`src/sv/sha_pkg.sv`:
```
// ----------------------------------------------------------------------------
// sha_pkg
// Shared types and codes for the SHA-256 stream hasher: the queued work
// item passed from the front end to the engine, and the digest word item.
// ----------------------------------------------------------------------------
package sha_pkg;

    // Work item kinds; items with no byte and no end mark never get queued
    localparam logic [1:0] OP_BYTE     = 2'd1;
    localparam logic [1:0] OP_END      = 2'd2;
    localparam logic [1:0] OP_BYTE_END = 2'd3;

    // One queued work item
    typedef struct packed {
        logic [1:0] kind;
        logic [7:0] data;
    } sha_op_t;

    // One digest word item
    typedef struct packed {
        logic        last;
        logic [31:0] word;
    } sha_out_t;

endpackage

```
`src/sv/sha256_stream_hasher_core.sv`:
```
// ----------------------------------------------------------------------------
// sha256_stream_hasher_core
// SHA-256 over a byte stream, digest out as eight 32-bit words.
// ----------------------------------------------------------------------------
// Input queue: drive data_byte/byte_present/message_end with push; an item
// is taken on a clock edge with push high and full low. An item with
// message_end high closes the message; byte_present low lets that item
// carry no byte. Items with neither bit set are taken and ignored.
// Output queue: while empty is low, digest_word/word_last show the oldest
// word; pop takes it. Eight words per message, H0 first, word_last on H7.
// The engine takes byte items from the queue while idle; every 64th byte
// starts a compression (one round per cycle through a single round unit,
// then the hash update), during which no items are taken. Finishing
// takes the padding bytes, one or two compressions and the output of the
// eight digest words. A short input queue lets the sender run ahead.
// Reset clears both queues and loads the initial hash values. If the
// receiver stalls, the output queue fills, the engine waits, and full
// rises once the input queue fills in turn.
// ----------------------------------------------------------------------------
module sha256_stream_hasher_core
    import sha_pkg::*;
#(
    parameter int IN_DEPTH  = 4,
    parameter int OUT_DEPTH = 2
) (
    input  logic        clk,
    input  logic        rst_n,
    input  logic        push,
    output logic        full,
    input  logic [7:0]  data_byte,
    input  logic        byte_present,
    input  logic        message_end,
    output logic        empty,
    input  logic        pop,
    output logic [31:0] digest_word,
    output logic        word_last
);

    sha_op_t  q_item;
    logic     q_empty;
    logic     q_pop;
    logic     o_full;
    logic     o_wr;
    sha_out_t o_item;
    sha_out_t o_head;

    sha_front #(
        .QDEPTH (IN_DEPTH)
    ) u_front (
        .clk          (clk),
        .rst_n        (rst_n),
        .push         (push),
        .full         (full),
        .data_byte    (data_byte),
        .byte_present (byte_present),
        .message_end  (message_end),
        .q_pop        (q_pop),
        .q_item       (q_item),
        .q_empty      (q_empty)
    );

    sha_engine u_engine (
        .clk     (clk),
        .rst_n   (rst_n),
        .q_item  (q_item),
        .q_empty (q_empty),
        .q_pop   (q_pop),
        .o_full  (o_full),
        .o_wr    (o_wr),
        .o_item  (o_item)
    );

    // Digest word queue
    sha_fifo #(
        .WIDTH ($bits(sha_out_t)),
        .DEPTH (OUT_DEPTH)
    ) u_outq (
        .clk     (clk),
        .rst_n   (rst_n),
        .wr_en   (o_wr),
        .wr_data (o_item),
        .full    (o_full),
        .rd_en   (pop),
        .rd_data (o_head),
        .empty   (empty)
    );

    assign digest_word = o_head.word;
    assign word_last   = o_head.last;

    // Engine only takes work that is queued
    a_pop_nonempty: assert property (@(posedge clk) disable iff (!rst_n)
        q_pop |-> !q_empty)
        else $error("engine popped an empty work queue");

    // Engine only writes digest words when there is room
    a_wr_room: assert property (@(posedge clk) disable iff (!rst_n)
        o_wr |-> !o_full)
        else $error("digest word written into a full queue");

    // After the last digest word the engine goes back to taking work
    a_last_ends: assert property (@(posedge clk) disable iff (!rst_n)
        (o_wr && o_item.last) |=> !o_wr)
        else $error("digest word written after the last one");

endmodule

```
`src/sv/sha_fifo.sv`:
```
// ----------------------------------------------------------------------------
// sha_fifo
// Small register FIFO with full/empty flags, used for the work queue and
// the digest word queue.
// ----------------------------------------------------------------------------
module sha_fifo #(
    parameter int WIDTH = 10,
    parameter int DEPTH = 4
) (
    input  logic             clk,
    input  logic             rst_n,
    input  logic             wr_en,
    input  logic [WIDTH-1:0] wr_data,
    output logic             full,
    input  logic             rd_en,
    output logic [WIDTH-1:0] rd_data,
    output logic             empty
);

    localparam int PW = (DEPTH > 1) ? $clog2(DEPTH) : 1;
    localparam int CW = $clog2(DEPTH + 1);

    logic [WIDTH-1:0] mem_reg [DEPTH];
    logic [PW-1:0]    wptr_reg, wptr_next;
    logic [PW-1:0]    rptr_reg, rptr_next;
    logic [CW-1:0]    cnt_reg, cnt_next;
    logic             do_wr, do_rd;

    assign full    = (cnt_reg == CW'(DEPTH));
    assign empty   = (cnt_reg == '0);
    assign rd_data = mem_reg[rptr_reg];
    assign do_wr   = wr_en && !full;
    assign do_rd   = rd_en && !empty;

    // Pointer and count update
    always_comb
    begin
        wptr_next = wptr_reg;
        rptr_next = rptr_reg;
        cnt_next  = cnt_reg;
        if (do_wr)
        begin
            wptr_next = (wptr_reg == PW'(DEPTH - 1)) ? '0 : wptr_reg + 1'b1;
        end
        if (do_rd)
        begin
            rptr_next = (rptr_reg == PW'(DEPTH - 1)) ? '0 : rptr_reg + 1'b1;
        end
        if (do_wr && !do_rd)
        begin
            cnt_next = cnt_reg + 1'b1;
        end
        else if (do_rd && !do_wr)
        begin
            cnt_next = cnt_reg - 1'b1;
        end
    end

    always_ff @(posedge clk or negedge rst_n)
    begin
        if (!rst_n)
        begin
            wptr_reg <= '0;
            rptr_reg <= '0;
            cnt_reg  <= '0;
        end
        else
        begin
            wptr_reg <= wptr_next;
            rptr_reg <= rptr_next;
            cnt_reg  <= cnt_next;
        end
    end

    // Storage
    always_ff @(posedge clk)
    begin
        if (do_wr)
        begin
            mem_reg[wptr_reg] <= wr_data;
        end
    end

endmodule

```
`src/sv/sha_front.sv`:
```
// ----------------------------------------------------------------------------
// sha_front
// Input side: accepts items, sorts them into byte / end / byte+end work
// and queues them for the engine. Empty items are accepted and dropped.
// ----------------------------------------------------------------------------
module sha_front
    import sha_pkg::*;
#(
    parameter int QDEPTH = 4
) (
    input  logic       clk,
    input  logic       rst_n,
    input  logic       push,
    output logic       full,
    input  logic [7:0] data_byte,
    input  logic       byte_present,
    input  logic       message_end,
    input  logic       q_pop,
    output sha_op_t    q_item,
    output logic       q_empty
);

    sha_op_t item;
    logic    enq;

    // Classify: kind bit 0 is the byte, bit 1 the end mark
    always_comb
    begin
        item.kind = {message_end, byte_present};
        item.data = data_byte;
    end

    // Only items that carry work go into the queue
    assign enq = push && (item.kind inside {OP_BYTE, OP_END, OP_BYTE_END});

    sha_fifo #(
        .WIDTH ($bits(sha_op_t)),
        .DEPTH (QDEPTH)
    ) u_queue (
        .clk     (clk),
        .rst_n   (rst_n),
        .wr_en   (enq),
        .wr_data (item),
        .full    (full),
        .rd_en   (q_pop),
        .rd_data (q_item),
        .empty   (q_empty)
    );

endmodule

```
`src/sv/sha_engine.sv`:
```
// ----------------------------------------------------------------------------
// sha_engine
// Back end: shifts bytes into the 512-bit block, runs one SHA-256 round per
// cycle, pads the final block byte by byte and emits the digest words.
// ----------------------------------------------------------------------------
module sha_engine
    import sha_pkg::*;
(
    input  logic     clk,
    input  logic     rst_n,
    input  sha_op_t  q_item,
    input  logic     q_empty,
    output logic     q_pop,
    input  logic     o_full,
    output logic     o_wr,
    output sha_out_t o_item
);

    localparam logic [2:0] ST_IDLE   = 3'd0;
    localparam logic [2:0] ST_ROUND  = 3'd1;
    localparam logic [2:0] ST_ADD    = 3'd2;
    localparam logic [2:0] ST_PAD80  = 3'd3;
    localparam logic [2:0] ST_PADZ   = 3'd4;
    localparam logic [2:0] ST_PADLEN = 3'd5;
    localparam logic [2:0] ST_OUT    = 3'd6;

    localparam logic [31:0] INIT_H [8] = '{
        32'h6A09E667, 32'hBB67AE85, 32'h3C6EF372, 32'hA54FF53A,
        32'h510E527F, 32'h9B05688C, 32'h1F83D9AB, 32'h5BE0CD19
    };

    localparam logic [31:0] ROUND_K [64] = '{
        32'h428a2f98, 32'h71374491, 32'hb5c0fbcf, 32'he9b5dba5,
        32'h3956c25b, 32'h59f111f1, 32'h923f82a4, 32'hab1c5ed5,
        32'hd807aa98, 32'h12835b01, 32'h243185be, 32'h550c7dc3,
        32'h72be5d74, 32'h80deb1fe, 32'h9bdc06a7, 32'hc19bf174,
        32'he49b69c1, 32'hefbe4786, 32'h0fc19dc6, 32'h240ca1cc,
        32'h2de92c6f, 32'h4a7484aa, 32'h5cb0a9dc, 32'h76f988da,
        32'h983e5152, 32'ha831c66d, 32'hb00327c8, 32'hbf597fc7,
        32'hc6e00bf3, 32'hd5a79147, 32'h06ca6351, 32'h14292967,
        32'h27b70a85, 32'h2e1b2138, 32'h4d2c6dfc, 32'h53380d13,
        32'h650a7354, 32'h766a0abb, 32'h81c2c92e, 32'h92722c85,
        32'ha2bfe8a1, 32'ha81a664b, 32'hc24b8b70, 32'hc76c51a3,
        32'hd192e819, 32'hd6990624, 32'hf40e3585, 32'h106aa070,
        32'h19a4c116, 32'h1e376c08, 32'h2748774c, 32'h34b0bcb5,
        32'h391c0cb3, 32'h4ed8aa4a, 32'h5b9cca4f, 32'h682e6ff3,
        32'h748f82ee, 32'h78a5636f, 32'h84c87814, 32'h8cc70208,
        32'h90befffa, 32'ha4506ceb, 32'hbef9a3f7, 32'hc67178f2
    };

    function automatic logic [31:0] rotr(input logic [31:0] x, input int n);
        rotr = (x >> n) | (x << (32 - n));
    endfunction

    function automatic logic [31:0] ssig0(input logic [31:0] x);
        ssig0 = rotr(x, 7) ^ rotr(x, 18) ^ (x >> 3);
    endfunction

    function automatic logic [31:0] ssig1(input logic [31:0] x);
        ssig1 = rotr(x, 17) ^ rotr(x, 19) ^ (x >> 10);
    endfunction

    function automatic logic [31:0] bsig0(input logic [31:0] x);
        bsig0 = rotr(x, 2) ^ rotr(x, 13) ^ rotr(x, 22);
    endfunction

    function automatic logic [31:0] bsig1(input logic [31:0] x);
        bsig1 = rotr(x, 6) ^ rotr(x, 11) ^ rotr(x, 25);
    endfunction

    // Control state
    logic [2:0]  state_reg, state_next;
    logic [6:0]  cnt_reg, cnt_next;
    logic [63:0] bits_reg, bits_next;
    logic [5:0]  rnd_reg, rnd_next;
    logic [2:0]  idx_reg, idx_next;
    logic        fin_reg, fin_next;
    logic        pad_reg, pad_next;
    logic        lend_reg, lend_next;
    logic [31:0] h_reg [8];
    logic [31:0] h_next [8];

    // Datapath
    logic [511:0] blk_reg, blk_next;
    logic [63:0]  len_reg, len_next;
    logic [31:0]  v_reg [8];
    logic [31:0]  v_next [8];

    logic [6:0]  cnt_inc;
    logic [31:0] w0, w1, w9, w14, w_new;
    logic [31:0] t1, t2, ch, maj;

    assign cnt_inc = cnt_reg + 7'd1;
    assign w0      = blk_reg[511:480];
    assign w1      = blk_reg[479:448];
    assign w9      = blk_reg[223:192];
    assign w14     = blk_reg[63:32];
    assign w_new   = ssig1(w14) + w9 + ssig0(w1) + w0;
    assign ch      = (v_reg[4] & v_reg[5]) ^ (~v_reg[4] & v_reg[6]);
    assign maj     = (v_reg[0] & v_reg[1]) ^ (v_reg[0] & v_reg[2]) ^ (v_reg[1] & v_reg[2]);
    assign t1      = v_reg[7] + bsig1(v_reg[4]) + ch + ROUND_K[rnd_reg] + w0;
    assign t2      = bsig0(v_reg[0]) + maj;

    assign o_item.word = h_reg[idx_reg];
    assign o_item.last = (idx_reg == 3'd7);

    // Sequencer
    always_comb
    begin
        state_next = state_reg;
        cnt_next   = cnt_reg;
        bits_next  = bits_reg;
        rnd_next   = rnd_reg;
        idx_next   = idx_reg;
        fin_next   = fin_reg;
        pad_next   = pad_reg;
        lend_next  = lend_reg;
        h_next     = h_reg;
        blk_next   = blk_reg;
        len_next   = len_reg;
        v_next     = v_reg;
        q_pop      = 1'b0;
        o_wr       = 1'b0;

        case (state_reg)
            ST_IDLE:
            begin
                if (!q_empty)
                begin
                    q_pop = 1'b1;
                    if (q_item.kind[0])
                    begin
                        blk_next = {blk_reg[503:0], q_item.data};
                        cnt_next = cnt_inc;
                    end
                    if (q_item.kind[1])
                    begin
                        fin_next  = 1'b1;
                        pad_next  = 1'b0;
                        lend_next = 1'b0;
                        len_next  = bits_reg + {54'd0, cnt_next, 3'd0};
                    end
                    if (cnt_next == 7'd64)
                    begin
                        bits_next  = bits_reg + 64'd512;
                        v_next     = h_reg;
                        rnd_next   = '0;
                        state_next = ST_ROUND;
                    end
                    else if (q_item.kind[1])
                    begin
                        state_next = ST_PAD80;
                    end
                end
            end

            ST_ROUND:
            begin
                blk_next  = {blk_reg[479:0], w_new};
                v_next[7] = v_reg[6];
                v_next[6] = v_reg[5];
                v_next[5] = v_reg[4];
                v_next[4] = v_reg[3] + t1;
                v_next[3] = v_reg[2];
                v_next[2] = v_reg[1];
                v_next[1] = v_reg[0];
                v_next[0] = t1 + t2;
                rnd_next  = rnd_reg + 6'd1;
                if (rnd_reg == 6'd63)
                begin
                    state_next = ST_ADD;
                end
            end

            ST_ADD:
            begin
                for (int i = 0; i < 8; i++)
                begin
                    h_next[i] = h_reg[i] + v_reg[i];
                end
                cnt_next = '0;
                if (!fin_reg)
                begin
                    state_next = ST_IDLE;
                end
                else if (lend_reg)
                begin
                    idx_next   = '0;
                    state_next = ST_OUT;
                end
                else if (pad_reg)
                begin
                    state_next = ST_PADZ;
                end
                else
                begin
                    state_next = ST_PAD80;
                end
            end

            ST_PAD80, ST_PADZ:
            begin
                // Marker byte first, then zeros up to the length field
                blk_next = {blk_reg[503:0], (state_reg == ST_PAD80) ? 8'h80 : 8'h00};
                pad_next = 1'b1;
                cnt_next = cnt_inc;
                if (cnt_inc == 7'd64)
                begin
                    v_next     = h_reg;
                    rnd_next   = '0;
                    state_next = ST_ROUND;
                end
                else if (cnt_inc == 7'd56)
                begin
                    rnd_next   = '0;
                    state_next = ST_PADLEN;
                end
                else
                begin
                    state_next = ST_PADZ;
                end
            end

            ST_PADLEN:
            begin
                // Bit length, most significant byte first
                blk_next = {blk_reg[503:0], len_reg[63:56]};
                len_next = {len_reg[55:0], 8'd0};
                cnt_next = cnt_inc;
                rnd_next = rnd_reg + 6'd1;
                if (rnd_reg == 6'd7)
                begin
                    lend_next  = 1'b1;
                    v_next     = h_reg;
                    rnd_next   = '0;
                    state_next = ST_ROUND;
                end
            end

            ST_OUT:
            begin
                if (!o_full)
                begin
                    o_wr     = 1'b1;
                    idx_next = idx_reg + 3'd1;
                    if (idx_reg == 3'd7)
                    begin
                        h_next     = INIT_H;
                        bits_next  = '0;
                        cnt_next   = '0;
                        fin_next   = 1'b0;
                        state_next = ST_IDLE;
                    end
                end
            end

            default:
            begin
                state_next = ST_IDLE;
            end
        endcase
    end

    always_ff @(posedge clk or negedge rst_n)
    begin
        if (!rst_n)
        begin
            state_reg <= ST_IDLE;
            cnt_reg   <= '0;
            bits_reg  <= '0;
            rnd_reg   <= '0;
            idx_reg   <= '0;
            fin_reg   <= 1'b0;
            pad_reg   <= 1'b0;
            lend_reg  <= 1'b0;
            h_reg     <= INIT_H;
        end
        else
        begin
            state_reg <= state_next;
            cnt_reg   <= cnt_next;
            bits_reg  <= bits_next;
            rnd_reg   <= rnd_next;
            idx_reg   <= idx_next;
            fin_reg   <= fin_next;
            pad_reg   <= pad_next;
            lend_reg  <= lend_next;
            h_reg     <= h_next;
        end
    end

    always_ff @(posedge clk)
    begin
        blk_reg <= blk_next;
        len_reg <= len_next;
        v_reg   <= v_next;
    end

endmodule

```
`config.mk`:
```
export PLATFORM = sky130hd
export DESIGN_NAME = sha256_stream_hasher_core
export DESIGN_NICKNAME = d
export VERILOG_FILES = /design/src/sv/sha_pkg.sv /design/src/sv/sha256_stream_hasher_core.sv /design/src/sv/sha_fifo.sv /design/src/sv/sha_front.sv /design/src/sv/sha_engine.sv
export SDC_FILE = /design/constraint.sdc
export NUM_CORES = 2
export LEC_CHECK = 0
export BUFFER_PORTS_ARGS = -buffer_cell sky130_fd_sc_hd__buf_2
export CAP_MARGIN = 20
export CORE_ASPECT_RATIO = 1.25
export CORE_MARGIN = 2
export CORE_UTILIZATION = 35
export DETAILED_ROUTE_END_ITERATION = 16
export PLACE_DENSITY = 0.49
export RECOVER_POWER = 50
export SLEW_MARGIN = 0
export SYNTH_ARGS = -nofsm -noshare
export SYNTH_HDL_FRONTEND = slang
export SYNTH_SLANG_ARGS = --single-unit
```
`constraint.sdc`:
```
create_clock -name clk -period 41.5 [get_ports clk]
set_clock_uncertainty 0.1 [all_clocks]
set_input_delay 4.15 -clock clk [delete_from_list [all_inputs] [get_ports clk]]
set_output_delay 4.15 -clock clk [all_outputs]
set_load 0.1 [all_outputs]
```
==> flow_summary.yaml <==
synth:
  netlist.area_leader.share: 0.338
  ys_ff_latch: 1279
  yosysWarningCount: 0
  ys_seq_area_frac: 0.444
  yosys-top-cells-area: "edfxtp_1 34%, nand2_1 11%, dfrtp_1 6.3%"
  netlist_area_um2: 83000
  syn-num-nets: 9391
  avgSynthCellArea_um2: 9.45
  synth_top_cell_by_area: "edfxtp_1"
  async_reset_ff_frac: 0.269
  synth_edf_count: 935
  syn_inst: 8775
  ys_types: 90
  synth_ff_type: "edfxtp_1"
cells_and_area:
  layout.nets: 9192
  syn_to_final_growth_pct: 9.47
  largest_register_ffs: 512
  post-route-util: 0.386
  final_cell_count_no_fill: 11800
  stdcell_area_um2: 90800
  drive_above_1_share: 0.0745
worst_setup_path:
  r2r_slack_ns: 26.20
  cp-start-kind: "flop"
  crit_required_ns: 41.55
  crit_start: "u_engine.state_reg[2]$_DFFE_PN0P_"
  worst-path-max-fanout: 227
  crit_end: "u_engine.blk_reg[15]$_DFFE_PP_"
  worstSetupPathType: "flop to flop"
  reg2reg_from: "u_engine.state_reg[2]$_DFFE_PN0P_"
  arrival_ns: 15.36
  reg2regPathDepth: 5
  rr_endpoint: "u_engine.blk_reg[15]$_DFFE_PP_"
  worstSetupEndpointType: "flop"
placed_design:
  dpl.hpwl_mm: 209
  port-buffer-count: 48
  placed_area_um2: 86000
  placed_cells: 11500
  gp_congestion: 0.980
hold_path:
  hold_class: "flop to flop"
floorplanning:
  die_w_um: 439
  die_h_um: 548
  io_pins: 49
  die_area_um2: 241000
  rows: 199
  core_um2: 236000
  start_util: 0.352
sta:
  hold_viol_final: 0
  slew_violations: 2048
  worst_slew_pin_slew_ns: 9.73
  tns_ns: 0
  rsz0062_at_grt: "false"
  relSlewSlack: -5.49
  finalSetupViolations: 0
  fmax_ghz: 0.0653
  post-route-period-util: 0.369
  min_period_ns: 15.30
routing:
  drtPass1Iterations: 8
  wl_per_cell_um: 24.1
  vias_per_cell: 5.40
  post-route-drc-count: 0
  ant_nets: 0
  vias: 63800
  drt_iter0_drc: 4727
  routed_wl_mm: 285
flow_run:
  drv_cap: 29
clocking:
  post_cts_resize_count: 0
  cts.sinks: 1279
  cts_tree: "built"
  clkTransAtPathRegs_ns: 0.06
  cts_root_buf: "clkbuf_16"
  clock_path_buffers: 4
  cts_hold_buffers: 0
  htree_levels: 4
  post_cts.repair.setup_buffers: 0
  clk-insertion-delay-late_ns: 0.84
  cts_made_buffers: 158
global_routing:
  grt_pass1_wl_mm: 422
  gr-total-overflow: 0
  grt_pass1_vias: 63600
  grt_max_degree: 242
  track_usage: 0.232
  antenna_found_initial: 8
outcome:
  violations: "capacitance limit, slew limit"
  status: "finished with violations"
==> metrics by stage <==
stage	hold slack (ns)	worst slack, ns
floorplan	0.356	14.08
global placement	0.374	31.35
detailed placement	0.396	31.31
CTS	0.398	31.29
global route	0.433	24.41
finish	0.392	26.20
==> cells in the mapped netlist (all sizes together) (26+ instances only) <==
cell type and count:
o21bai 49, a21o 177, maj3 26, fa 196, a21oi 506, nand3 95, dfstp 136, or3 50
nor3 87, o21ai 533, xnor2 451, edfxtp 935, inv 270, o21a 55, a31oi 62, mux4 82
nor2b 49, nand2b 74, nand4 42, dfrtp 208, nor2 436, xor2 217, buf 35, and3 52
a211oi 40, nand2 2520, clkbuf 458, o211ai 36, mux2 91, ha 406, o31ai 49
==> final cells by class <==
type | count | area [um^2]
antenna | 6 | 15.0
clock inverter | 68 | 654
fill | 23700 | 145000
multi-input combinational | 6731 | 43300
timing repair buffer | 134 | 811
sequential | 1279 | 36900
clock buffer | 209 | 4300
tap | 3115 | 3900
inverter | 272 | 1020
==> how the worst min path moves through the flow <==
stage / startpoint / end / slack (ns) / depth (start not counted)
finish: u_engine.blk_reg[14]$_DFFE_PP_ / u_engine.blk_reg[46]$_DFFE_PP_ / 0.39 / 2
global route: u_front.u_queue.cnt_reg[2]$_DFFE_PN0P_ / u_front.u_queue.cnt_reg[2]$_DFFE_PN0P_ / 0.43 / 1
CTS: u_engine.blk_reg[14]$_DFFE_PP_ / u_engine.blk_reg[46]$_DFFE_PP_ / 0.40 / 2
detailed placement: u_front.u_queue.cnt_reg[2]$_DFFE_PN0P_ / u_front.u_queue.cnt_reg[2]$_DFFE_PN0P_ / 0.40 / 1
global placement: u_front.u_queue.cnt_reg[2]$_DFFE_PN0P_ / u_front.u_queue.cnt_reg[2]$_DFFE_PN0P_ / 0.37 / 1
floorplan: u_outq.wptr_reg$_DFFE_PN0P_ / u_outq.wptr_reg$_DFFE_PN0P_ / 0.36 / 1
==> cells in the final DEF (no fill, tap or decap), drive strengths merged, types with 40 or more instances in the layout <==
cell	n
a211oi	40
a21o	177
a21oi	506
a31oi	62
and3	52
buf	92
clkbuf	250
clkinv	48
dfrtp	208
dfstp	136
edfxtp	935
fa	196
ha	406
inv	276
mux2	91
mux4	82
nand2	2520
nand2b	74
nand3	95
nand4	42
nor2	436
nor2b	49
nor3	87
o21a	55
o21ai	533
o21bai	49
o31ai	49
or3	50
xnor2	451
xor2	217
==> cells by family (layout without fill, tap and decap cells) <==
family | Yosys count | count (layout) | share of synthesized area
compound gates | 1722 | 1722 | 0.127
xor+xnor | 669 | 669 | 0.0708
fa+ha+maj | 628 | 628 | 0.112
buf+inv | 765 | 683 | 0.0349
flops | 1279 | 1279 | 0.444
mux | 186 | 186 | 0.0362
other cells | 1 | 7 | 0.0000452
simple gates | 3525 | 3525 | 0.175
==> critical path, stage by stage, from the launching register on <==
cell,delay [ns]
dfrtp_1,0.80
clkbuf_1,1.18
or3_1,1.71
clkbuf_1,2.46
clkbuf_1,6.61
o21ai_0,1.71
==> metal layers <==
layer,routed length [um],track usage,share of wire,vias to the layer above
met1,114000,0.281,0.40,31700
met2,143000,0.407,0.50,1619
met4,16900,0.116,0.060,2
met3,11000,0.0240,0.039,548
met5,13,0,0.000046,-
li1,-,-,-,30000
Power is left out: the tool's default activity adds up to more than one toggle a clock period on the data nets, which glitch-free logic cannot reach.
